`config.mk`:
```
export PLATFORM = sky130hd
export DESIGN_NAME = gb3s_ofifo
export DESIGN_NICKNAME = d
export VERILOG_FILES = /design/src/gb3s_pkg.sv /design/src/gb3s_ofifo.sv
export SDC_FILE = /design/constraint.sdc
export NUM_CORES = 1
export LEC_CHECK = 0
export ABC_AREA = 1
export BUFFER_PORTS_ARGS = -buffer_cell sky130_fd_sc_hd__buf_4
export CAP_MARGIN = 20
export CORE_UTILIZATION = 51
export CTS_CLUSTER_DIAMETER = 40
export CTS_CLUSTER_SIZE = 12
export DETAILED_ROUTE_END_ITERATION = 6
export GPL_TIMING_DRIVEN = 0
export HOLD_SLACK_MARGIN = 0.15
export PLACE_DENSITY = 0.73
export RECOVER_POWER = 100
export SLEW_MARGIN = 20
export SYNTH_ARGS = -nofsm -noshare
export SYNTH_HDL_FRONTEND = slang
export SYNTH_SLANG_ARGS = --single-unit
```
`constraint.sdc`:
```
create_clock -name clk -period 7.5 [get_ports clk]
set_input_delay 0.375 -clock clk [delete_from_list [all_inputs] [get_ports clk]]
set_output_delay 0.375 -clock clk [all_outputs]
set_load 0.05 [all_outputs]
```
`src/gb3s_pkg.sv`:
```
// Shared constants, word types and step codes for the 3x3 Gaussian blur stream unit.
`timescale 1ns / 1ps
`default_nettype none

package gb3s_pkg;

    // Frame limits and channel count.
    localparam int MAX_WIDTH   = 2048;
    localparam int MAX_HEIGHT  = 2048;
    localparam int CHANNELS    = 3;

    // Sample and pixel widths. A pixel holds red in the low byte, then green, then blue.
    localparam int SAMPLE_W    = 8;
    localparam int NUM_SAMPLES = 3;
    localparam int PIXEL_W     = NUM_SAMPLES * SAMPLE_W;
    localparam int SUM_W       = SAMPLE_W + 4;

    // Frame position counters and clamped dimensions.
    localparam int DIM_W       = 12;
    localparam int COL_W       = $clog2(MAX_WIDTH);
    localparam int ROW_W       = (MAX_HEIGHT > 1) ? $clog2(MAX_HEIGHT) : 1;
    localparam int WIDTH_W     = COL_W + 1;
    localparam int HEIGHT_W    = ROW_W + 1;

    // Configuration register indexes and reset values.
    localparam int CFG_IDX_W = 1;
    localparam logic [CFG_IDX_W-1:0] REG_IMAGE_WIDTH  = CFG_IDX_W'(0);
    localparam logic [CFG_IDX_W-1:0] REG_IMAGE_HEIGHT = CFG_IDX_W'(1);
    localparam logic [DIM_W-1:0]     RESET_WIDTH      = DIM_W'(1920);
    localparam logic [DIM_W-1:0]     RESET_HEIGHT     = DIM_W'(1080);

    // Input command codes.
    localparam logic CMD_PIXEL = 1'b0;
    localparam logic CMD_DRAIN = 1'b1;

    // Result queue.
    localparam int FIFO_DEPTH = 4;
    localparam int FIFO_PTR_W = $clog2(FIFO_DEPTH);
    localparam int FIFO_CNT_W = $clog2(FIFO_DEPTH + 1);

    typedef logic [PIXEL_W-1:0] pixel_t;

    typedef struct packed {
        logic                cmd;
        logic [SAMPLE_W-1:0] red_in;
        logic [SAMPLE_W-1:0] green_in;
        logic [SAMPLE_W-1:0] blue_in;
    } in_word_t;

    typedef struct packed {
        logic [SAMPLE_W-1:0] red_out;
        logic [SAMPLE_W-1:0] green_out;
        logic [SAMPLE_W-1:0] blue_out;
        logic                end_of_row;
        logic                end_of_frame;
        logic                last_of_step;
    } out_word_t;

    // What an accepted word does once its line store data is back.
    typedef enum logic [1:0] {
        STEP_NONE,
        STEP_FILL,
        STEP_PUSH,
        STEP_DRAIN
    } step_kind_t;

    typedef struct packed {
        step_kind_t       kind;
        logic [COL_W-1:0] col;
        logic             has_left;
        logic             wide_left;
        logic             row_end;
        pixel_t           pix;
    } step_t;

endpackage

`default_nettype wire

```
`src/gb3s_ofifo.sv`:
```
// Small result queue that takes up to two words per cycle and hands out one unless stalled.
`timescale 1ns / 1ps
`default_nettype none

module gb3s_ofifo (
    input  logic                 clk,
    input  logic                 rst_n,
    input  logic [1:0]           push_n,
    input  gb3s_pkg::out_word_t  d0,
    input  gb3s_pkg::out_word_t  d1,
    output logic                 out_valid,
    input  logic                 out_stall,
    output gb3s_pkg::out_word_t  out_word,
    output logic                 room
);

    gb3s_pkg::out_word_t                mem_reg [gb3s_pkg::FIFO_DEPTH];
    logic [gb3s_pkg::FIFO_PTR_W-1:0]    wr_ptr_reg, wr_ptr_next;
    logic [gb3s_pkg::FIFO_PTR_W-1:0]    rd_ptr_reg, rd_ptr_next;
    logic [gb3s_pkg::FIFO_CNT_W-1:0]    count_reg, count_next;
    logic                               pop;

    assign out_valid = (count_reg != '0);
    assign out_word  = mem_reg[rd_ptr_reg];
    assign pop       = out_valid & ~out_stall;
    // Room for a full pair, counted without the word leaving this cycle.
    assign room      = (count_reg <= gb3s_pkg::FIFO_CNT_W'(gb3s_pkg::FIFO_DEPTH - 2));

    always_comb
    begin
        wr_ptr_next = wr_ptr_reg + gb3s_pkg::FIFO_PTR_W'(push_n);
        rd_ptr_next = rd_ptr_reg + gb3s_pkg::FIFO_PTR_W'(pop);
        count_next  = count_reg + gb3s_pkg::FIFO_CNT_W'(push_n)
                    - gb3s_pkg::FIFO_CNT_W'(pop);
    end

    always_ff @(posedge clk or negedge rst_n)
    begin
        if (!rst_n)
        begin
            wr_ptr_reg <= '0;
            rd_ptr_reg <= '0;
            count_reg  <= '0;
        end
        else
        begin
            wr_ptr_reg <= wr_ptr_next;
            rd_ptr_reg <= rd_ptr_next;
            count_reg  <= count_next;
        end
    end

    always_ff @(posedge clk)
    begin
        if (push_n != 2'd0)
        begin
            mem_reg[wr_ptr_reg] <= d0;
        end
        if (push_n == 2'd2)
        begin
            mem_reg[wr_ptr_reg + gb3s_pkg::FIFO_PTR_W'(1)] <= d1;
        end
    end

endmodule

`default_nettype wire

```
== After elaboration in Yosys (flattened, before gate mapping) ==
Memory sizes are Yosys's and may differ from the RTL's.
Cells that the tools add are included.

* Register bits after elaboration: 7
* RAM bits: 108
* Output and inout port bits: 29
* Logic and storage cells: 19
* Memories: 1

* $add $sub $neg: 5
* $lt $le $gt $ge: 1
* Eq/ne operators: 1
* Multiplexer cells: 4
* Bitwise logic cells: 2
* Reductions and logical operators: 2

{| class="wikitable"
|+ Memory list
! name !! depth !! bits a word !! read ports !! clocked after memory_dff !! write ports !! line !! text
|-
| mem_reg || 4 || 27 || 1 || 0 || 2 || gb3s_ofifo.sv:17 || <nowiki>gb3s_pkg::out_word_t mem_reg [gb3s_pkg::FIFO_DEPTH];</nowiki>
|}

{| class="wikitable"
|+ Operators by type and width
! kind !! number
|-
| two-way mux 1 bit || 4
|-
| adder 3 x 2 -> 3 bit || 1
|-
| less-or-equal comparator 3 x 2 -> 1 bit (second input constant) || 1
|-
| nonzero test 3 bit || 1
|-
| subtractor 3 x 1 -> 3 bit || 1
|-
| adder 2 x 1 -> 2 bit || 1
|-
| adder 2 x 1 -> 2 bit (second input constant) || 1
|-
| adder 2 bit || 1
|-
| == test 2 bit (second input constant) || 1
|-
| nonzero test 2 bit || 1
|-
| AND 1 bit || 1
|-
| inverter 1 bit || 1
|}

== Depth between registers and ports, before layout ==
* Word-level depth: 3
* Mapped depth: 9
* Mapped depth without buffers: 9

== Least setup slack after synthesis ==
No wires, ideal clock.

* Path kind: reg-to-reg
* Start: register wr_ptr_reg[1] (netlist name)
* End: memory mem_reg[2][0] (netlist name), enable pin
* Library setup time: 0.452 ns
* Arrival: 2.593 ns
* Setup slack: 4.455 ns
* Cell stages (with the launch flop): 3
* Cell sequence: dfrtp_1 inv_2 o31ai_1

{| class="wikitable"
|+ RTL lines
! what !! line !! text
|-
| start: declaration || gb3s_ofifo.sv:18 || <nowiki>logic [gb3s_pkg::FIFO_PTR_W-1:0] wr_ptr_reg, wr_ptr_next;</nowiki>
|-
| start signal: assignment || gb3s_ofifo.sv:47 || <nowiki>wr_ptr_reg <= wr_ptr_next;</nowiki>
|-
| end: declaration || gb3s_ofifo.sv:17 ||
|}

==> impl_metrics.toml <==
[yosys]
ys_ff_latch = 115
yosysSeqAreaShare = 0.581
synthesis.nets = 670
synth_area_mm2 = 0.00588
avgSynthCellArea_um2 = 9.69
synth_adder_area_share = 0.00979
synthTopCellsByArea = "edfxtp_1 (55%), nand2_1 (7.7%), o21ai_1 (7.4%)"
synth_cell_types = 24
synth_top_area_cell = "edfxtp_1"
synth_mux_area_frac = 0
synth_warnings = 0
synth_top_area_frac = 0.552
synth-simple-area-share = 0.148
synthCells = 607
yosys.area_share.xor_xnor = 0.00298
synth-compound-area-share = 0.191
synth_top_family_by_area = "compound AO/OA/AOI/OAI gates"

[clock_tree]
cts_sinks = 115
cts_hold_buffers = 1
postCtsSetupBuffers = 0
h-tree-depth = 4
cts_tree = "yes"
insertion_delay_ps = 410
path_clk_slew_ps = 50
clockBufferDepth = 2
ctsResizeCount = 0
clockRootBuffer = "clkbuf_16"
cts_made_buffers = 17

[global_route]
grt_pass1_wl_um = 24400
grt_max_degree = 17
grt_usage = 0.283
grt-ovfl-total = 0
antenna_found_initial = 0
grt_pass1_vias = 4715

[route]
route.vias.total = 4873
via_per_inst = 5.58
drt-total-wl_um = 15900
ant_nets = 0
wire_per_inst_um = 18.2
drt_pass1_iterations = 5
drc = 0
drtIter0Drc = 483

[timing]
grt_setup_unrepaired = "false"
clock_skew_ps = 5.62
tns_ps = 0
period_minus_slack_ps = 3570
maxSlewHeadroom = -0.478
setup-violations-final = 0
tightest_slew_ps = 2190
slew_violations = 56
hold_viol_final = 0
max_freq_mhz = 280
min_period_over_period = 0.476

[layout]
nNetsFinal = 783
final_area_mm2 = 0.00698
final_cell_count_no_fill = 873
antenna_cells = 0
area_delta_synth_final_pct = 18.8
largest_reg_flops = 108
layout-drive-gt1-share = 0.146

[floorplan]
die_area_mm2 = 0.0120
io_pins = 88
coreArea_mm2 = 0.0110
start_util = 0.533
die_y_um = 109
die_width_um = 109
fp-row-count = 38

[worst_setup_path]
r2r_start = "wr_ptr_reg[1]"
critPathLaunchType = "register"
critPathLaunch = "wr_ptr_reg[1]"
cpMostUsedCell = "clkbuf_1"
cp_max_fo = 11
cp_slowest_cell = "o31ai_1"
cpPeakStageDelay_ps = 1640
critPathTopFamily = "compound AO/OA/AOI/OAI gates"
crit_type = "register to register"
crit_arrival_ps = 3610
end_kind = "register"
path_buf_inv = 2
worstPathCellList = "o31ai_1 -> clkbuf_1 -> clkbuf_1"
critPathRequiredTime_ps = 7540

[min_path]
hp-start = "push_n[0]"
hold_class = "primary input to register"

[power]
cellPowerDensity_mw_per_mm2 = 463
cellLeakagePower_nw = 2.90
vdd_drop_max_mv = 0.267

[placed_design]
dp_cells = 840
place.gp.congestion = 0.815
place_hpwl_um = 10500
io_buffer_count = 87
place_area_mm2 = 0.00685

[status]
status = "finished, violations left"
violations = "max-capacitance violations, max-slew violations"

[flow_run]
maxCapViolCount = 4
==> area by class of cell <==
class                      count  area (um2)
buffer                        36         175
clock buffer                  20         437
clock inverter                12         139
fill                         986        4050
inverter                      39         146
multi-input combinational    417        1920
sequential                   115        3420
tap                          140         175
timing repair buffer          94         577
==> Yosys cell counts <==
cell and n:
nand2_1 121, edfxtp_1 108, o21ai_1 87, nor2_1 84, o21ai_0 67, o21ai_2 37
inv_1 33, buf_2 13, buf_6 13, clkbuf_1 9, dfrtp_1 7, inv_2 6
nand2_4 4, ha_1 3, nand3_1 3, o31ai_1 3, nor2_2 2, a21oi_1 1
buf_1 1, fa_1 1, nand4_1 1, nor2_8 1, xnor2_1 1, xor2_1 1
==> layout by cell type, fill, tap and decap left out, types with 3 or more instances in the layout <==
cell | synthesis | final
o21ai_0 | 67 | 158
bufinv_16 | 0 | 3
nand3_1 | 3 | 3
nand2_1 | 121 | 125
o21ai_1 | 87 | 27
ha_1 | 3 | 3
nor2_1 | 84 | 85
o31ai_1 | 3 | 3
buf_4 | 0 | 58
clkinvlp_4 | 0 | 3
dfrtp_1 | 7 | 7
clkbuf_16 | 0 | 17
buf_6 | 13 | 4
inv_2 | 6 | 3
clkbuf_1 | 9 | 62
clkinv_2 | 0 | 3
o21ai_2 | 37 | 6
clkinv_1 | 0 | 3
buf_2 | 13 | 8
inv_1 | 33 | 36
edfxtp_1 | 108 | 108
==> layer usage <==
layer  global-route usage  up-vias  routed length [um]  share of wire
li1                     -     2314                   -              -
met1                0.365     2280                6440           0.40
met2                0.472      254                7860           0.49
met3               0.0528       25                1380          0.087
met4                0.115        0                 236          0.015
met5                    0        -                   0              0
==> path summary, 6_finish.rpt <==
kind                                  endpoint  slack (ps)  depth (start not counted)
worst max-delay path            mem_reg[0][15]        3930                          3
worst min register to register   rd_ptr_reg[1]         530                          2
worst min-delay path              count_reg[0]         260                          2
worst max register to register  mem_reg[0][15]        3930                          3
min in group asynchronous        rd_ptr_reg[0]         400                          2
max in group asynchronous        wr_ptr_reg[0]        6810                          2
==> kinds of logic (layout without fill, tap and decap cells) <==
family                   after synthesis  in the layout
AND/OR/NAND/NOR                      216            216
AO/OA/AOI/OAI                        195            195
flip-flops                           115            115
buffers and inverters                 75            201
adder cells (fa/ha/maj)                4              4
XOR/XNOR                               2              2
==> metrics by stage <==
| stage | hold slack, ps | worst slack [ps] | util | power [mW] |
|---|---|---|---|---|
| floorplan | 79.4 | 4450 | - | 2.10 |
| global placement | 192 | 2710 | 0.608 | 2.57 |
| detailed placement | 194 | 5400 | 0.621 | 2.65 |
| CTS | 255 | 4990 | 0.674 | 3.44 |
| global route | 262 | 3700 | 0.633 | 3.38 |
| finish | 258 | 3930 | 0.633 | 3.23 |
==> power breakdown <==
part	internal, mW	switching (mW)
sequential	0.992	0.0614
combinational	0.280	1.10
clock	0.516	0.281
total	1.79	1.45
Note: power is estimated with default switching activity, not from simulation.
