`config.mk`:
```
export PLATFORM = sky130hd
export DESIGN_NAME = gb3s_seq
export DESIGN_NICKNAME = d
export VERILOG_FILES = /design/src/gb3s_pkg.sv /design/src/gb3s_seq.sv
export SDC_FILE = /design/constraint.sdc
export NUM_CORES = 1
export LEC_CHECK = 0
export BUFFER_PORTS_ARGS = -buffer_cell sky130_fd_sc_hd__buf_2
export CAP_MARGIN = 20
export CORE_ASPECT_RATIO = 0.5
export CORE_MARGIN = 4
export CORE_UTILIZATION = 60
export DETAILED_ROUTE_END_ITERATION = 12
export PLACE_DENSITY = 0.88
export RECOVER_POWER = 50
export REMOVE_ABC_BUFFERS = 1
export SLEW_MARGIN = 20
export SYNTH_ARGS = -nofsm -noshare
export SYNTH_HDL_FRONTEND = slang
export SYNTH_SLANG_ARGS = --single-unit
```
`constraint.sdc`:
```
create_clock -name clk -period 12.1 [get_ports clk]
set_input_delay 3.63 -clock clk [delete_from_list [all_inputs] [get_ports clk]]
set_output_delay 3.63 -clock clk [all_outputs]
set_load 0.005 [all_outputs]
```
`src/gb3s_pkg.sv`:
```
// Shared constants, word types and step codes for the 3x3 Gaussian blur stream unit.
`timescale 1ns / 1ps
`default_nettype none

package gb3s_pkg;

    // Frame limits and channel count.
    localparam int MAX_WIDTH   = 2048;
    localparam int MAX_HEIGHT  = 2048;
    localparam int CHANNELS    = 3;

    // Sample and pixel widths. A pixel holds red in the low byte, then green, then blue.
    localparam int SAMPLE_W    = 8;
    localparam int NUM_SAMPLES = 3;
    localparam int PIXEL_W     = NUM_SAMPLES * SAMPLE_W;
    localparam int SUM_W       = SAMPLE_W + 4;

    // Frame position counters and clamped dimensions.
    localparam int DIM_W       = 12;
    localparam int COL_W       = $clog2(MAX_WIDTH);
    localparam int ROW_W       = (MAX_HEIGHT > 1) ? $clog2(MAX_HEIGHT) : 1;
    localparam int WIDTH_W     = COL_W + 1;
    localparam int HEIGHT_W    = ROW_W + 1;

    // Configuration register indexes and reset values.
    localparam int CFG_IDX_W = 1;
    localparam logic [CFG_IDX_W-1:0] REG_IMAGE_WIDTH  = CFG_IDX_W'(0);
    localparam logic [CFG_IDX_W-1:0] REG_IMAGE_HEIGHT = CFG_IDX_W'(1);
    localparam logic [DIM_W-1:0]     RESET_WIDTH      = DIM_W'(1920);
    localparam logic [DIM_W-1:0]     RESET_HEIGHT     = DIM_W'(1080);

    // Input command codes.
    localparam logic CMD_PIXEL = 1'b0;
    localparam logic CMD_DRAIN = 1'b1;

    // Result queue.
    localparam int FIFO_DEPTH = 4;
    localparam int FIFO_PTR_W = $clog2(FIFO_DEPTH);
    localparam int FIFO_CNT_W = $clog2(FIFO_DEPTH + 1);

    typedef logic [PIXEL_W-1:0] pixel_t;

    typedef struct packed {
        logic                cmd;
        logic [SAMPLE_W-1:0] red_in;
        logic [SAMPLE_W-1:0] green_in;
        logic [SAMPLE_W-1:0] blue_in;
    } in_word_t;

    typedef struct packed {
        logic [SAMPLE_W-1:0] red_out;
        logic [SAMPLE_W-1:0] green_out;
        logic [SAMPLE_W-1:0] blue_out;
        logic                end_of_row;
        logic                end_of_frame;
        logic                last_of_step;
    } out_word_t;

    // What an accepted word does once its line store data is back.
    typedef enum logic [1:0] {
        STEP_NONE,
        STEP_FILL,
        STEP_PUSH,
        STEP_DRAIN
    } step_kind_t;

    typedef struct packed {
        step_kind_t       kind;
        logic [COL_W-1:0] col;
        logic             has_left;
        logic             wide_left;
        logic             row_end;
        pixel_t           pix;
    } step_t;

endpackage

`default_nettype wire

```
`src/gb3s_seq.sv`:
```
// Frame sequencer: configuration, raster position counters and the step register.
`timescale 1ns / 1ps
`default_nettype none

module gb3s_seq (
    input  logic                               clk,
    input  logic                               rst_n,
    input  logic                               cfg_write,
    input  logic [gb3s_pkg::CFG_IDX_W-1:0]     cfg_index,
    input  logic [gb3s_pkg::DIM_W-1:0]         cfg_data,
    input  logic                               in_valid,
    input  gb3s_pkg::in_word_t                 in_word,
    input  logic                               advance,
    output logic                               in_stall,
    output logic                               rd_en,
    output logic [gb3s_pkg::COL_W-1:0]         rd_addr,
    output logic                               b_valid,
    output gb3s_pkg::step_t                    b_step
);

    function automatic logic [gb3s_pkg::WIDTH_W-1:0] clamp_width(
        input logic [gb3s_pkg::DIM_W-1:0] value);
        logic [gb3s_pkg::WIDTH_W-1:0] result;
        if (value == '0)
            result = gb3s_pkg::WIDTH_W'(1);
        else if (32'(value) > 32'(gb3s_pkg::MAX_WIDTH))
            result = gb3s_pkg::WIDTH_W'(gb3s_pkg::MAX_WIDTH);
        else
            result = gb3s_pkg::WIDTH_W'(value);
        return result;
    endfunction

    function automatic logic [gb3s_pkg::HEIGHT_W-1:0] clamp_height(
        input logic [gb3s_pkg::DIM_W-1:0] value);
        logic [gb3s_pkg::HEIGHT_W-1:0] result;
        if (value == '0)
            result = gb3s_pkg::HEIGHT_W'(1);
        else if (32'(value) > 32'(gb3s_pkg::MAX_HEIGHT))
            result = gb3s_pkg::HEIGHT_W'(gb3s_pkg::MAX_HEIGHT);
        else
            result = gb3s_pkg::HEIGHT_W'(value);
        return result;
    endfunction

    logic [gb3s_pkg::WIDTH_W-1:0]  width_reg;
    logic [gb3s_pkg::HEIGHT_W-1:0] height_reg;
    logic [gb3s_pkg::COL_W-1:0]    col_reg, col_next;
    logic [gb3s_pkg::ROW_W-1:0]    row_reg, row_next;
    logic [gb3s_pkg::COL_W-1:0]    drain_reg, drain_next;
    logic                          done_reg, done_next;
    logic                          b_valid_reg, b_valid_next;
    gb3s_pkg::step_t               step_reg, step_next;

    logic                          accept;
    logic                          is_pixel;
    logic [gb3s_pkg::COL_W-1:0]    col_cur;
    logic [gb3s_pkg::ROW_W-1:0]    row_cur;
    logic [gb3s_pkg::COL_W-1:0]    pos;
    logic [gb3s_pkg::COL_W-1:0]    x;
    logic                          row_end;
    logic                          last_row;
    gb3s_pkg::step_kind_t          kind;

    assign in_stall = b_valid_reg & ~advance;
    assign accept   = in_valid & ~in_stall;
    assign is_pixel = (in_word.cmd == gb3s_pkg::CMD_PIXEL);

    // A pixel arriving after a complete frame starts the next frame at the origin.
    always_comb
    begin
        col_cur  = done_reg ? '0 : col_reg;
        row_cur  = done_reg ? '0 : row_reg;
        pos      = is_pixel ? col_cur : drain_reg;
        x        = ({1'b0, pos} >= width_reg) ?
                   gb3s_pkg::COL_W'(width_reg - gb3s_pkg::WIDTH_W'(1)) : pos;
        row_end  = ({1'b0, x} + gb3s_pkg::WIDTH_W'(1)) >= width_reg;
        last_row = ({1'b0, row_cur} + gb3s_pkg::HEIGHT_W'(1)) >= height_reg;
        if (is_pixel)
            kind = (row_cur == '0) ? gb3s_pkg::STEP_FILL : gb3s_pkg::STEP_PUSH;
        else
            kind = done_reg ? gb3s_pkg::STEP_DRAIN : gb3s_pkg::STEP_NONE;
    end

    always_comb
    begin
        col_next   = col_reg;
        row_next   = row_reg;
        drain_next = drain_reg;
        done_next  = done_reg;
        if (cfg_write)
        begin
            col_next   = '0;
            row_next   = '0;
            drain_next = '0;
            done_next  = 1'b0;
        end
        else if (accept)
        begin
            if (is_pixel)
            begin
                drain_next = '0;
                done_next  = 1'b0;
                row_next   = row_cur;
                if (row_end)
                begin
                    col_next = '0;
                    if (last_row)
                        done_next = 1'b1;
                    else
                        row_next = row_cur + gb3s_pkg::ROW_W'(1);
                end
                else
                begin
                    col_next = x + gb3s_pkg::COL_W'(1);
                end
            end
            else if (done_reg)
            begin
                if (row_end)
                begin
                    col_next   = '0;
                    row_next   = '0;
                    drain_next = '0;
                    done_next  = 1'b0;
                end
                else
                begin
                    drain_next = x + gb3s_pkg::COL_W'(1);
                end
            end
        end
    end

    always_comb
    begin
        step_next           = step_reg;
        step_next.kind      = kind;
        step_next.col       = x;
        step_next.has_left  = (x != '0);
        step_next.wide_left = |x[gb3s_pkg::COL_W-1:1];
        step_next.row_end   = row_end;
        step_next.pix       = {in_word.blue_in, in_word.green_in, in_word.red_in};
        if (accept)
            b_valid_next = 1'b1;
        else if (advance)
            b_valid_next = 1'b0;
        else
            b_valid_next = b_valid_reg;
    end

    always_ff @(posedge clk or negedge rst_n)
    begin
        if (!rst_n)
        begin
            width_reg   <= clamp_width(gb3s_pkg::RESET_WIDTH);
            height_reg  <= clamp_height(gb3s_pkg::RESET_HEIGHT);
            col_reg     <= '0;
            row_reg     <= '0;
            drain_reg   <= '0;
            done_reg    <= 1'b0;
            b_valid_reg <= 1'b0;
        end
        else
        begin
            if (cfg_write)
            begin
                case (cfg_index)
                    gb3s_pkg::REG_IMAGE_WIDTH:  width_reg  <= clamp_width(cfg_data);
                    gb3s_pkg::REG_IMAGE_HEIGHT: height_reg <= clamp_height(cfg_data);
                    default: ;
                endcase
            end
            col_reg     <= col_next;
            row_reg     <= row_next;
            drain_reg   <= drain_next;
            done_reg    <= done_next;
            b_valid_reg <= b_valid_next;
        end
    end

    always_ff @(posedge clk)
    begin
        if (accept)
        begin
            step_reg <= step_next;
        end
    end

    assign rd_en   = accept & (kind != gb3s_pkg::STEP_NONE);
    assign rd_addr = x;
    assign b_valid = b_valid_reg;
    assign b_step  = step_reg;

endmodule

`default_nettype wire

```
# Word-level counts from Yosys, hierarchy flattened
# Cells that the tools add are included.
# totals
register_bits,99
latchBits,0
ramBits,0
rom_bits,0
input_bits,43
output_inout_bits,54
word_cells,74
mem_count,0
# classes
addsub,5
mul,0
n_div,0
n_lt_le_gt_ge,4
n_eq_ne,2
n_shift,0
n_mux,33
bitwise,6
reduce_logical,11
# op_table
op,n
$mux W11,19
$add A11 B1 Y12 const B,2
$ge A12 B12 Y1,2
$mux W12,2
$add A11 B1 Y11 const B,2
$ge A11 B12 Y1,1
$gt A12 B12 Y1 const B,1
$logic_not A12 Y1,1
$logic_not A11 Y1,1
$reduce_bool A11 Y1,1
$sub A11 B1 Y11 const B,1
$reduce_or A10 Y1,1
$mux W1,9
$mux W2,3
$ne A3 B2 Y1 const B,2
$reduce_and A2 Y1,3
$reduce_bool A2 Y1,3
$and A1 B1 Y1,3
$not A1 Y1,3
$reduce_and A3 Y1,1

# Longest topological paths before layout
# logic_depth
ltp_word,11
mapped_depth,29
depth_no_buf,23

# Worst setup path after synthesis
# Ideal clock, no wire load.
# synth_path
path_kind,in2out
from,in in_word[24] in the netlist's numbering
to,out rd_addr[4] in the netlist's numbering
arrival_time_ps,6579
required_time_ps,8470
setup_slack_ps,1891
stages,15
n_path_buf,7
path_cell_list,clkbuf_1 > clkbuf_1 > clkbuf_1 > a21oi_1 > ha_1 > nor2b_1 > o21ai_0 > a21oi_1 > o21ai_0 > buf_2 > buf_1 > clkbuf_1 > nor2_1 > a31oi_1 > buf_4
# synth_rtl
item,line_no,rtl
start: declaration,gb3s_seq.sv:12,"input gb3s_pkg::in_word_t in_word,"
end: declaration,gb3s_seq.sv:16,"output logic [gb3s_pkg::COL_W-1:0] rd_addr,"

# Worst setup path in the final report
# layout_path
from,in in_word[24] in the netlist's numbering
to,out rd_addr[2] in the netlist's numbering
# layout_between
elab_chain_len,3
# layout_rtl
item,line_no,rtl
$mux W11 *,gb3s_seq.sv:73,pos = is_pixel ? col_cur : drain_reg;
$ge A11 B12 Y1,gb3s_seq.sv:74,"x = ({1'b0, pos} >= width_reg) ?"
$mux W11 *,gb3s_seq.sv:74,
# Mark *: on every way between the ends. The rest lies on a longest branch, timed or not.

==> impl_metrics.tcl <==
set metrics [dict create \
    drive_above_1_share 0.196 \
    share_of_async_settable_or_async_resettable_flops_after_synthesis 0.596 \
    use_met2 0.426 \
    drt.antenna.violating_nets 0 \
    grt_start_max_net_pins 60 \
    crit_arrival_ns 6.99 \
    timing.slew.headroom -1.08 \
    netlist.top_cell.by_area "dfrtp_1" \
    area_of_the_core_um2 9540 \
    synthTopCellsByArea "dfrtp_1 22%, edfxtp_1 20%, ha_1 8.4%" \
    finalWorstPathRequiredPeriod_ns 10.62 \
    number_of_global_route_vias_before_repair 4818 \
    floorplan.io_pins 97 \
    route.vias.total 4838 \
    post-cts-setup-buffer-count 0 \
    grt_first_pass_wirelength_um 23500 \
    final.period_utilization 0.878 \
    vdd_drop_max_mv 0.0683 \
    cts_resized 0 \
    detail_route.drc_violations 0 \
    final_cell_mix "86 x buf_2, 51 x dfrtp_1, 50 x nand2_1" \
    synth_edf_count 40 \
    static-leakage-power_nw 2.99 \
    hold_buffers 0 \
    horizontal_extent_of_the_die_um 149 \
    synth.ff_latch_count 99 \
    antenna_found_initial 0 \
    netlist_area_um2 5920 \
    synth.avg_cell_area_um2 10.0 \
    clock_sinks 99 \
    maxCapViolations 1 \
    drt_iter0_markers 454 \
    synthToLayoutAreaGrowth_pct 12.8 \
    skew_ns 0.00810 \
    routed_length_per_placed_instance_um 17.7 \
    critical_path_class "in -> out" \
    drt-total-wl_um 14200 \
    cts_buffers 9 \
    synth-warning-count 0 \
    fp-row-count 25 \
    total_power_mw 0.844 \
    globalRouteMet3Util 0.0577 \
    endpoint_kind "output pin" \
    antenna_cell_count 0 \
    use_met1 0.319 \
    initial_core_util 0.621 \
    design.final.nets 745 \
    fp.dieH_um 78.3 \
    drt_pass1_iterations 5 \
    hold_viol 0 \
    run_status "complete, but fails checks" \
    clock.fmax_mhz 94.1 \
    die_area_um2 11600 \
    numPortBuffers 96 \
    failed_checks "max-capacitance violations, max-slew violations" \
    global_route.overflow_total 0 \
    clock_insertion_delay_worst_skew_ns 0.35 \
    gpl.final_weighted_congestion 0.921 \
    worstHoldPathType "reg -> reg" \
    power_per_cell_area_nw_per_um2 126 \
    synth_cell_type_count 61 \
    setup_tns_ns 0 \
    timing_worst_slew_pin_value_ns 3.12 \
    nFillCells 704 \
    startpoint_type "input port" \
    unrepaired_setup_endpoints_after_global_routing "false" \
    post_drt_via_cell_ratio 6.03 \
    busiest_layer "met2" \
    setup-violations-final 0 \
    commonest_non_fill_non_tap_cell_in_the_layout "buf_2" \
    seq_area_frac_synth 0.454 \
    global_route.usage.total 0.252 \
    crit_fanout 31 \
    yosysTopAreaCellShare 0.215 \
    drv_slew 60 \
    largest_register_ffs 40 \
    clk_transition_reported_paths_ns 0.07 \
    cts_max_level 3 \
    worst_ep_required_time_ns 8.47 \
    clock_tree.buffer_depth 2 \
    synth-main-ff-cell "dfrtp_1" \
    detailedPlacementHpwl_um 10300 \
    cts_root_buffer "clkbuf_16" \
    synthesis.instances 590 \
    cts_tree "built" \
]
routing by layer:
| metal | up-vias | share of wire |
|---|---|---|
| li1 | 2265 | - |
| met4 | 0 | 0.023 |
| met1 | 2312 | 0.42 |
| met3 | 35 | 0.075 |
| met5 | - | 0 |
| met2 | 226 | 0.48 |
through the flow:
stage | util | worst slack [ns] | hold WS [ns] | cell area (µm²) | std cells
3_5_place_dp | 0.671 | 1.56 | 0.478 | 6400 | 786
6_report | 0.700 | 1.48 | 0.489 | 6680 | 802
4_1_cts | 0.701 | 1.55 | 0.488 | 6690 | 802
3_3_place_gp | 0.671 | 1.70 | 0.467 | 6400 | 786
2_1_floorplan | - | 1.20 | 0.450 | 5720 | 552
5_1_grt | 0.700 | 1.14 | 0.522 | 6680 | 802
worst paths after layout:
path	endpoint	slack (ns)	cells after the start	start
worst max-delay path	rd_addr[2]	1.48	12	in_word[24]
worst min-delay path	height_reg[4]	0.49	2	height_reg[4]
worst max register to register	row_reg[10]	4.75	23	done_reg
worst min register to register	height_reg[4]	0.49	2	height_reg[4]
max in group asynchronous	height_reg[1]	5.93	2	rst_n
min in group asynchronous	col_reg[2]	4.40	2	rst_n
where the power goes:
part	leakage, nW	total [mW]	switching, mW	internal (mW)
combinational	1.69	0.167	0.102	0.0652
clock	0.140	0.285	0.139	0.146
sequential	1.16	0.391	0.0167	0.374
total	2.99	0.844	0.258	0.585
worst max-delay path, cell delays in order:
cell	delay, ns
buf_2	0.39
nor2_1	0.22
a22oi_1	0.41
inv_1	0.19
ha_1	0.31
nand2_1	0.04
nor3_1	0.15
a21oi_1	0.11
o21ai_2	0.66
buf_4	0.34
mux2i_1	0.35
buf_2	0.18
cell type report:
cell class | instances | area, µm² | share of cell area
clock buffers | 9 | 225 | 0.0337
clock inverters | 7 | 68.8 | 0.0103
inverters | 44 | 165 | 0.0247
multi-input cells | 409 | 2880 | 0.431
flip-flops and latches | 99 | 2690 | 0.402
well taps | 135 | 169 | 0.0253
repair buffers | 99 | 487 | 0.0729
cell usage after synthesis, types with 5 or more instances:
cell type / instances
dfrtp_1: 51
nand2_1: 50
inv_1: 44
o21ai_0: 44
edfxtp_1: 40
ha_1: 40
nor2_1: 34
a22o_1: 27
nand2b_1: 23
xnor2_1: 21
a21oi_1: 20
clkbuf_1: 18
nand3_1: 15
buf_4: 12
nor3_1: 12
mux2i_1: 9
dfstp_2: 8
xor2_1: 8
nor2b_1: 7
nor4_1: 7
a31oi_1: 6
buf_2: 6
mux2_2: 6
a211oi_1: 5
a21o_1: 5
nand3b_1: 5
cells by family after synthesis:
| group | Yosys count | share of synthesized area |
|---|---|---|
| simple gates | 182 | 0.162 |
| buf+inv | 82 | 0.0621 |
| fa+ha+maj | 40 | 0.0845 |
| mux | 15 | 0.0266 |
| xor+xnor | 30 | 0.0456 |
| flops | 99 | 0.454 |
| compound gates | 142 | 0.165 |
Note: power is estimated with default switching activity, not from simulation.
