## config.mk

```make
export PLATFORM = sky130hd
export DESIGN_NAME = gb3s_ram
export DESIGN_NICKNAME = d
export VERILOG_FILES = /design/src/gb3s_ram.sv
export SDC_FILE = /design/constraint.sdc
export NUM_CORES = 1
export LEC_CHECK = 0
export BUFFER_PORTS_ARGS = -buffer_cell sky130_fd_sc_hd__buf_2
export CAP_MARGIN = 20
export CORE_ASPECT_RATIO = 0.7
export CORE_MARGIN = 2
export CORE_UTILIZATION = 62
export DETAILED_ROUTE_END_ITERATION = 16
export PLACE_DENSITY = 0.77
export SYNTH_ARGS = -nofsm -noshare
export SYNTH_HDL_FRONTEND = slang
export SYNTH_SLANG_ARGS = --single-unit
```

## constraint.sdc

```tcl
create_clock -name clk -period 4.75 [get_ports clk]
set_clock_uncertainty 0.05 [all_clocks]
set_input_delay 0.2375 -clock clk [delete_from_list [all_inputs] [get_ports clk]]
set_output_delay 0.2375 -clock clk [all_outputs]
set_load 0.01 [all_outputs]
```

## src/gb3s_ram.sv

```systemverilog
// Generic single-write, single-read RAM with a registered read port.
`timescale 1ns / 1ps
`default_nettype none

module gb3s_ram #(
    parameter int WIDTH = 8,
    parameter int DEPTH = 16
) (
    input  logic                     clk,
    input  logic                     we,
    input  logic [$clog2(DEPTH)-1:0] waddr,
    input  logic [WIDTH-1:0]         wdata,
    input  logic                     re,
    input  logic [$clog2(DEPTH)-1:0] raddr,
    output logic [WIDTH-1:0]         rdata
);

    logic [WIDTH-1:0] mem_reg [DEPTH];
    logic [WIDTH-1:0] rdata_reg;

    always_ff @(posedge clk)
    begin
        if (we)
        begin
            mem_reg[waddr] <= wdata;
        end
        if (re)
        begin
            rdata_reg <= mem_reg[raddr];
        end
    end

    assign rdata = rdata_reg;

endmodule

`default_nettype wire

```

### Yosys cells after proc, flatten, opt, wreduce, memory -nomap -nowiden

Memories as Yosys holds them, arrays and structs flattened. A register that Yosys moved wholly into a read port is not among the register bits.
Cells that the tools add are included.

* bits in registers: 0
* bits in latches: 0
* RAM bits: 128
* ROM bits: 0
* input port bits: 19
* word-level logic and storage cells: 3
* memories: 1

Memory list
* mem_reg: depth 16, bits a word 8, read ports 1, clocked after memory_dff 1, wr ports 1, RTL line 18 `logic [WIDTH-1:0] mem_reg [DEPTH];`

* $add $sub $neg: 0
* multipliers: 0
* div/mod/pow operators: 0
* order comparisons: 0
* equal/unequal tests: 0
* shift-type cells: 0
* muxes and demuxes: 2
* bitwise gates (word level): 0
* reductions and logical operators: 0

Operators by type and width (number)
* 1-bit two-way mux: 2

### Longest topological paths before layout

Gate-level depths: netlist of the first run.

* word-level depth: 2
* depth in mapped cells: 5

### Worst setup path before layout of the first run

No wires, ideal clock.

* path type: input -> register
* from: input port waddr[2]
* to: memory mem_reg[0][0], enable pin
* library setup time: 0.383 ns
* arrival: 1.347 ns
* required time: 4.317 ns
* slack: 2.970 ns
* stages on the path: 2
* buffers on the path: 0
* cells stage by stage: or3b_2 nor3_1

RTL lines
* start, declared: RTL line 11 `input logic [$clog2(DEPTH)-1:0] waddr,`
* end, declared: RTL line 18

No word-level cell before the write port.

==> metrics.md, run 1 <==
| Metric | Value |
|---|---|
| HP Start | `wdata[5]` |
| First-pass GRT wire length | `14200 um` |
| Max Root-Sink Buffers | `2` |
| Synthesized instance count | `229` |
| Power per Cell Area | `441 nW/um2` |
| Layout cells sized above 1 | `26.2%` |
| Number of synthesized flops with an enable pin | `136` |
| Routability cong. | `0.762` |
| Final Slew Violations | `0` |
| Outcome | `complete, no violations` |
| Vias in the first global route | `2378` |
| Crit path launch type | `input pin` |
| Hold Path Cell Cnt | `1` |
| Slowest-stage cell, CP | `buf_2` |
| Area delta synth->final | `13.7%` |
| Final hold violation count | `0` |
| Critical Path Max Stage Delay | `0.76 ns` |
| WP data arrival | `2.02 ns` |
| Num rows | `27` |
| Synth top area share | `78.1%` |
| Primary FF master, synth | `edfxtp_1` |
| Core ar. | `8010 um2` |
| Vias | `2403` |
| Fraction of registers with async set/reset | `0%` |
| IO buf count | `26` |
| Maxcap violations | `0` |
| Mapped Avg Cell Area | `22.8 um2` |
| Max-slew headroom | `31.2%` |
| Hpwl dp | `5720 um` |
| TritonCTS Buffers | `17` |
| WL per Instance | `24.5 um` |
| Max FO, Critical Path | `32` |
| Final worst setup slack | `2.83 ns` |
| Clk slew on worst S/H paths | `0.05 ns` |
| Fin crit share | `40.4%` |
| Skew-Pair Late Insertion Delay | `0.40 ns` |
| Worst EP required | `4.85 ns` |
| Mapped Area | `5230 um2` |
| RSZ-0062 raised after global routing | `false` |
| Die span in y | `80.8 um` |
| Seq/Total Area, Yosys | `78.1%` |
| H-tree depth | `4` |
| Synth area leaders | `edfxtp_1 78%, mux4_2 7.8%, mux4_1 7.0%, a22oi_1 2.3%, nor2_1 0.93%` |
| Worst r2r dst | `rdata[0]` |
| Setup TNS | `0 ns` |
| Postcts setup bufs | `0` |
| DP Area | `5430 um2` |
| Syn. warnings | `0` |
| FF-to-FF Start | `mem_reg[1][0]` |
| Routed wire length | `9310 um` |
| Crit path time final | `1.92 ns` |
| Largest net degree at the start of global routing | `33` |
| Die area | `9190 um2` |
| Peak Freq | `521 MHz` |
| Setup-failing EPs final | `0` |
| Final Net Count | `286` |
| Max VDD drop | `0.000308 V` |
| Syn_nets | `248` |
| Most common cell in the netlist | `edfxtp_1` |
| Distinct cells, synth | `18` |
| Post-Place Setup Slack | `2.36 ns` |
| Hold Path Class | `in -> reg` |
| Crit-path cells | `buf_2 -> mux4_1 -> a22oi_1 -> nand2_1` |
| Post-synth top cells | `136 x edfxtp_1, 18 x mux4_2, 16 x a22oi_1` |
| CP endpoint kind | `flip-flop` |
| Antenna cells | `0` |
| Max FFs per register | `128` |
| Post-CTS sizing | `0` |
| Worst-Margin Slew | `1.03 ns` |
| Reg-to-reg slack, setup | `3.22 ns` |
| Total iterations of the first detailed-routing run | `4` |
| Lkg Pwr | `1.98 nW` |
| CTS tree | `yes` |
| Dominant cell type by area after synthesis | `edfxtp_1` |
| Post-route cell area | `5950 um2` |
| Initial antenna violation count | `0` |
| Cts hold-fix bufs | `0` |
| Initial Util | `65.3%` |
| Crit Path Category | `in -> reg` |
| Worst Hold End | `mem_reg[15][5]` |
| Root buffer cell | `clkbuf_16` |
| IO Pins | `27` |
| Via density | `6.32` |
| Global-route usage over all layers | `23.0%` |
| Synth Register Bits | `136` |
| DRT iter0 DRCs | `256` |
| Sink Count | `136` |
| Grt total ovfl | `0` |
| R2r worst-path depth | `3` |
| Drt drc | `0` |
| Tot Pwr | `0.00262 W` |
| Die Wd | `114 um` |
| Antenna violation net count after detailed routing | `0` |
[critical path: cells and delay by family]
| family | cells | cell delay (ns) |
|---|---|---|
| buffers and inverters | 1 | 0.76 |
| muxes | 1 | 0.66 |
| and+or+nand+nor | 1 | 0.08 |
| AOI/OAI and AO/OA | 1 | 0.26 |
[how the worst max path moves through the flow]
stage / slack [ns] / endpoint / startpoint
final: 2.83 / rdata[3] / raddr[0]
after global placement: 2.40 / rdata[3] / raddr[0]
after CTS: 2.80 / rdata[3] / raddr[0]
after global routing: 2.68 / rdata[3] / raddr[0]
after floorplan: 2.97 / mem_reg[0][0] / waddr[2]
after detailed placement: 2.36 / rdata[3] / raddr[0]
[report_power, final]
part | switching [W] | leakage (nW) | internal, W
Combinational | 0.0000678 | 0.490 | 0.0000470
Sequential | 0.00000701 | 1.24 | 0.00135
Clock | 0.000440 | 0.250 | 0.000705
Total | 0.000515 | 1.98 | 0.00211
[placed cells by master, fill, tap and decap left out, drive strengths merged]
cell type	Yosys	final
nand2	9	9
or3b	1	1
clkbuf	0	20
edfxtp	136	136
nand2b	2	2
bufinv	0	1
nor2	13	13
nor3	4	4
a22oi	16	16
nor2b	1	1
clkinvlp	0	2
and2b	1	1
nand3	1	1
mux4	32	32
clkinv	0	8
nand3b	2	2
buf	7	29
and2	1	1
[stage by stage]
step	hold slack [ns]	cells	utilization (%)
floorplan	0.286	229	-
global placement	0.568	349	67.8
detailed placement	0.574	349	67.8
CTS	0.145	380	74.3
global route	0.159	380	74.3
finish	0.166	380	74.3
[routing by layer]
| metal | share of wire (%) | routed length (um) | GRT usage, % |
|---|---|---|---|
| met1 | 46 | 4300 | 33.3 |
| met2 | 46 | 4320 | 33.4 |
| met3 | 5.9 | 546 | 7.31 |
| met4 | 1.5 | 144 | 9.39 |
| met5 | 0 | 0 | 0 |
[final cells by class]
class                      instances  area [um2]
timing repair buffer              29         153
clock inverter                    11        83.8
sequential                       136        4080
fill                             445        2060
clock buffer                      20         437
multi-input combinational         83        1060
tap                              101         126
[cells by family after synthesis]
group | share of synthesized area, %
multiplexers | 14.8
AO/OA/AOI/OAI | 2.30
buffers and inverters | 1.65
AND/OR/NAND/NOR | 3.14
flip-flops | 78.1
(Power assumes the default switching activity.)
==> run 2: changes to the inputs <==
Settings changed: CORE_UTILIZATION 62 to 60, PLACE_DENSITY 0.77 to 0.74.
Clock period 4.75 ns to 2 ns, I/O delays scaled along.
==> metrics.md, run 2 (same netlist as run 1, synthesis figures left out) <==
| Metric | Value |
|---|---|
| Outcome | `complete, no violations` |
| Setup TNS | `0 ns (unchanged)` |
| Drt drc | `0 (unchanged)` |
| Initial Util | `61.9% (-3.4 points)` |
| Critical Path Max Stage Delay | `0.51 ns (-0.25 ns)` |
| Clk slew on worst S/H paths | `0.06 ns (about the same)` |
| Routed wire length | `9320 um (+0.11%)` |
| H-tree depth | `4 (unchanged)` |
| Crit-path cells | `mux4_1 -> a22oi_1 -> nand2_1` |
| Most frequent cells in the layout | `136 x edfxtp_1, 26 x buf_2, 18 x mux4_2, 18 x buf_4, 17 x clkbuf_16` |
| Met3 wire length | `727 um (+33%)` |
| TritonCTS Buffers | `17 (unchanged)` |
| Die span in y | `82.1 um (+1.6%)` |
| Max Root-Sink Buffers | `2 (unchanged)` |
| Hold slack | `0.0193 ns (-0.146 ns)` |
| Crit path launch type | `flip-flop` |
| Antenna cells | `0 (unchanged)` |
| WL per Instance | `22.4 um (-8.8%)` |
| CTS tree | `yes` |
| Final Net Count | `303 (+5.9%)` |
| Worst EP required | `2.10 ns (-2.75 ns)` |
| Skew-Pair Late Insertion Delay | `0.41 ns (about the same)` |
| Buf/Inv on CP | `0 (-1)` |
| DRT iter0 DRCs | `282 (+10%)` |
| IO buf count | `26 (unchanged)` |
| Max FFs per register | `128 (unchanged)` |
| Worst-Margin Slew | `0.386 ns (-0.646 ns)` |
| Maxcap violations | `0 (unchanged)` |
| RSZ-0062 raised after global routing | `false` |
| Vias | `2474 (+3.0%)` |
| Initial antenna violation count | `0 (unchanged)` |
| Global-route usage over all layers | `22.0% (-0.94 points)` |
| IO Pins | `27 (unchanged)` |
| Met2 routed WL | `4350 um (+0.58%)` |
| Commonest non-fill, non-tap cell in the layout | `edfxtp_1` |
| Fillcell total | `477 (+7.2%)` |
| Hold Path Class | `in -> reg` |
| Crit Path Category | `reg -> reg` |
| Peak Freq | `638 MHz` |
| Largest net degree at the start of global routing | `33 (unchanged)` |
| First-pass GRT wire length | `13900 um (-2.1%)` |
| Routability cong. | `0.756 (-0.75%)` |
| WP data arrival | `1.67 ns (-0.35 ns)` |
| Antenna violation net count after detailed routing | `0 (unchanged)` |
| Slowest-stage cell, CP | `mux4_1` |
| Non-Filler Instances | `417 (+9.7%)` |
| Grt total ovfl | `0 (unchanged)` |
| Setup-failing EPs final | `0 (unchanged)` |
| Met1 Wirelength | `4160 um (-3.1%)` |
| Layout cells sized above 1 | `31.3% (+5.1 points)` |
| Max FO, Critical Path | `1 (-97%)` |
| Final hold violation count | `0 (unchanged)` |
| Die area | `9490 um2 (+3.2%)` |
| Power per Cell Area | `1060 nW/um2 (+140%)` |
| Core ar. | `8440 um2 (+5.5%)` |
| CP endpoint kind | `flip-flop` |
| Total iterations of the first detailed-routing run | `5 (+1)` |
| Vias in the first global route | `2470 (+3.9%)` |
| Root buffer cell | `clkbuf_16` |
| Via density | `5.93 (-6.2%)` |
| Num rows | `28 (+3.7%)` |
| Post-CTS sizing | `0 (unchanged)` |
| Hpwl dp | `5650 um (-1.1%)` |
| Tot Pwr | `0.00657 W (+150%)` |
| Final Slew Violations | `0 (unchanged)` |
| Cell family with the largest share of critical-path delay | `multiplexers` |
| Die Wd | `116 um (+1.6%)` |
| Sink Count | `136 (unchanged)` |
| Lkg Pwr | `2.11 nW (+6.9%)` |
| Fin crit share | `78.3%` |
| Cts hold-fix bufs | `0 (unchanged)` |
| Postcts setup bufs | `0 (unchanged)` |
| DP Cell Count | `385 (+10%)` |
| Area delta synth->final | `18.2%` |
| Final core utilization | `73.2% (-1.1 points)` |
| Max-slew headroom | `74.3% (+43 points)` |
| Max VDD drop | `0.000604 V (+96%)` |
| DR top layer | `met4` |
| Crit path time final | `1.57 ns` |
[run 2: cell count changes in the layout (fill, tap and decap cells not counted), moves of 2 or more]
cell	previous run	this run
bufinv_16	1	3
buf_4	3	18
buf_12	0	2
clkbuf_1	3	0
[run 2: cell type report]
class / instances / area, um2 / area share (%)
well taps: 120 / 150 / 2.43
clock buffers: 17 / 425 / 6.88
flip-flops and latches: 136 / 4080 / 66.1
repair buffers: 46 / 305 / 4.94
clock inverters: 15 / 159 / 2.57
multi-input cells: 83 / 1060 / 17.1
[run 2: per-stage QoR]
stage | instance area [um2] | setup WS [ns]
after global routing | 6180 | 0.379
after detailed placement | 5600 | 0.251
after global placement | 5600 | 0.292
after CTS | 6180 | 0.410
after floorplan | 5230 | 0.357
final | 6180 | 0.433
[run 2: final timing paths]
kind	cells after the start	startpoint	slack, ns	to
setup / recovery	3	mem_reg[1][2]	0.43	rdata[2]
hold / removal	1	wdata[0]	0.02	mem_reg[1][0]
setup reg to reg	3	mem_reg[1][2]	0.43	rdata[2]
hold reg to reg	3	mem_reg[14][7]	0.70	rdata[7]
[run 2: routing by layer]
metal	vias up	GRT usage, %
met5	-	0
met4	0	11.2
met3	7	6.42
met2	86	32.5
met1	1290	30.8
li1	1091	-
[run 2: power breakdown]
part           internal (W)  switching, W
logic              0.000127      0.000167
clock network       0.00194       0.00111
registers           0.00321     0.0000146
total               0.00528       0.00129
==> run 3: changes to the inputs <==
Settings changed: CORE_UTILIZATION 60 to 54, PLACE_DENSITY 0.74 to 0.7.
Clock period 2 ns to 1.3 ns, I/O delays scaled along.
==> metrics.md, run 3 (same netlist as run 1, synthesis figures left out) <==
| Metric | Value |
|---|---|
| Outcome | `finished, violations left` |
| Failing checks | `negative setup slack` |
| Die area | `10500 um2 (+11%)` |
| Setup-failing EPs final | `8 (+8)` |
| H-tree depth | `4 (unchanged)` |
| Area of the multi-input gates | `1050 um2 (-0.71%)` |
| Maxcap violations | `0 (unchanged)` |
| First-pass GRT wire length | `15300 um (+10%)` |
| Antenna cells | `0 (unchanged)` |
| DRT iter0 DRCs | `302 (+7.1%)` |
| Area delta synth->final | `20.7%` |
| Reg area | `4080 um2 (unchanged)` |
| WL per Instance | `23.0 um (+2.7%)` |
| Most frequent cells in the layout | `136 x edfxtp_1, 32 x mux4_2, 26 x buf_2, 19 x buf_4, 17 x clkbuf_16` |
| Die Wd | `122 um (+5.2%)` |
| Psw | `0.00196 W (+52%)` |
| Via density | `5.72 (-3.6%)` |
| Critical Path Max Stage Delay | `0.52 ns (about the same)` |
| Final core utilization | `65.9% (-7.3 points)` |
| RSZ-0062 raised after global routing | `true` |
| Layout cells sized above 1 | `37.4% (+6.1 points)` |
| Max VDD drop | `0.00182 V (+200%)` |
| CTS tree | `yes` |
| Crit Path Category | `reg -> reg` |
| Global-route usage over all layers | `21.5% (-0.51 points)` |
| Setup TNS | `-0.964 ns (-0.964 ns)` |
| Drt drc | `0 (unchanged)` |
| Post-route cell area | `6310 um2 (+2.1%)` |
| Non-Filler Instances | `438 (+5.0%)` |
| Routed wire length | `10100 um (+7.9%)` |
| Internal Power | `0.00795 W (+51%)` |
| Met1 GRT Util | `31.9% (+1.0 points)` |
| Grt met3 use | `7.50% (+1.1 points)` |
| Fin crit share | `113% (+35 points)` |
| IO Pins | `27 (unchanged)` |
| Postcts setup bufs | `0 (unchanged)` |
| Grt total ovfl | `0 (unchanged)` |
| Initial Util | `54.6% (-7.3 points)` |
| Worst-Margin Slew | `0.884 ns (+0.498 ns)` |
| Max FFs per register | `128 (unchanged)` |
| Final Slew Violations | `0 (unchanged)` |
| Skew-Pair Late Insertion Delay | `0.41 ns (about the same)` |
| Sw Share | `19.8% (+0.095 points)` |
| DP Area | `5660 um2 (+1.1%)` |
| Clk pwr share | `44.5% (-1.9 points)` |
| Sink Count | `136 (unchanged)` |
| Vias in the first global route | `2559 (+3.6%)` |
| Slowest-stage cell, CP | `mux4_2` |
| Worst EP required | `1.41 ns (-0.69 ns)` |
| Vias | `2506 (+1.3%)` |
| Die span in y | `86.3 um (+5.1%)` |
| Num rows | `30 (+7.1%)` |
| Reg power frac | `50.2% (+1.1 points)` |
| WP data arrival | `1.58 ns (-0.09 ns)` |
| Max FO, Critical Path | `1 (unchanged)` |
| Crit-path cells | `mux4_2 -> a22oi_2 -> nand2_1` |
| Lkg Pwr | `2.11 nW (-0.22%)` |
| Logic pwr share | `5.3% (+0.8 points)` |
| Tot Pwr | `0.00991 W (+51%)` |
| Met2 GRT Util | `31.3% (-1.1 points)` |
| Initial antenna violation count | `0 (unchanged)` |
| Max-slew headroom | `40.8% (-33 points)` |
| Crit path launch type | `flip-flop` |
| Power per Cell Area | `1570 nW/um2 (+48%)` |
| Root buffer cell | `clkbuf_16` |
| Cell family with the largest share of critical-path delay | `multiplexers` |
| Clk slew on worst S/H paths | `0.05 ns (about the same)` |
| IO buf count | `26 (unchanged)` |
| Routability cong. | `0.746 (-1.4%)` |
| Crit path time final | `1.47 ns (-0.0976 ns)` |
| DP Cell Count | `398 (+3.4%)` |
| Hold Path Class | `in -> reg` |
| Hpwl dp | `6500 um (+15%)` |
| Antenna violation net count after detailed routing | `0 (unchanged)` |
| Final hold violation count | `0 (unchanged)` |
| Buf/Inv on CP | `0 (unchanged)` |
| Fillcell total | `653 (+37%)` |
| Peak Freq | `681 MHz (+6.6%)` |
| TritonCTS Buffers | `17 (unchanged)` |
| Largest net degree at the start of global routing | `17 (-48%)` |
| Final Net Count | `316 (+4.3%)` |
| CP endpoint kind | `flip-flop` |
| Core ar. | `9570 um2 (+13%)` |
| Total iterations of the first detailed-routing run | `4 (-1)` |
| Grt peak-use layer | `met1` |
| Commonest non-fill, non-tap cell in the layout | `edfxtp_1` |
| Max Root-Sink Buffers | `2 (unchanged)` |
| Final worst setup slack | `-0.169 ns (-0.602 ns)` |
-- run 3: cell types whose count changed in the layout (fill, tap and decap cells not counted), sizes merged --
cell and change:
bufinv -1, inv -1, clkbuf +2, clkinvlp +1, dlygate4sd3 +8, buf +5, clkinv -1
-- run 3: final cells by class --
class	instances	area share, %
Sequential cell	136	64.7
Multi-Input combinational cell	83	16.6
Timing Repair Buffer	59	7.49
Clock buffer	19	6.86
Tap cell	128	2.54
Clock inverter	13	1.76
-- run 3: final timing paths --
check | to | slack, ns | from | cells after the start
hold / removal | mem_reg[7][6] | 0.01 | wdata[6] | 1
hold reg to reg | rdata[3] | 0.71 | mem_reg[14][3] | 3
setup reg to reg | rdata[0] | -0.17 | mem_reg[3][0] | 3
setup / recovery | rdata[0] | -0.17 | mem_reg[3][0] | 3
-- run 3: power groups by stage --
stage,registers [W],clock network (W),logic [W]
floorplan,0.00506,0,0.000273
global placement,0.00506,0,0.000490
detailed placement,0.00506,0,0.000505
CTS,0.00497,0.00447,0.000529
global route,0.00498,0.00467,0.000573
finish,0.00497,0.00441,0.000529
-- run 3: timing repair --
action	CTS	global route
endpoints found under the setup margin	8	8
pin swaps	0	3
hold buffers	7	1
resized for setup	3	3
hold endpoints to repair	104	5
-- run 3: metrics by stage --
stage / hold WS (ns) / setup WS, ns
after global placement: 0.387 / -0.329
after detailed placement: 0.394 / -0.358
final: 0.0118 / -0.169
after CTS: 0.000621 / -0.186
after floorplan: 0.114 / -0.0811
after global routing: 0.00432 / -0.214
-- run 3: worst register-to-register path: stages, from the launching register on --
cell and delay (ns):
edfxtp_1 0.37, mux4_2 0.52, a22oi_2 0.20, nand2_1 0.07
-- run 3: metal layers --
layer  wire length [um]  vias to the layer above
met5                  0                        -
met4                 67                        0
met3                609                        9
met2               4680                       70
met1               4700                     1321
li1                   -                     1106
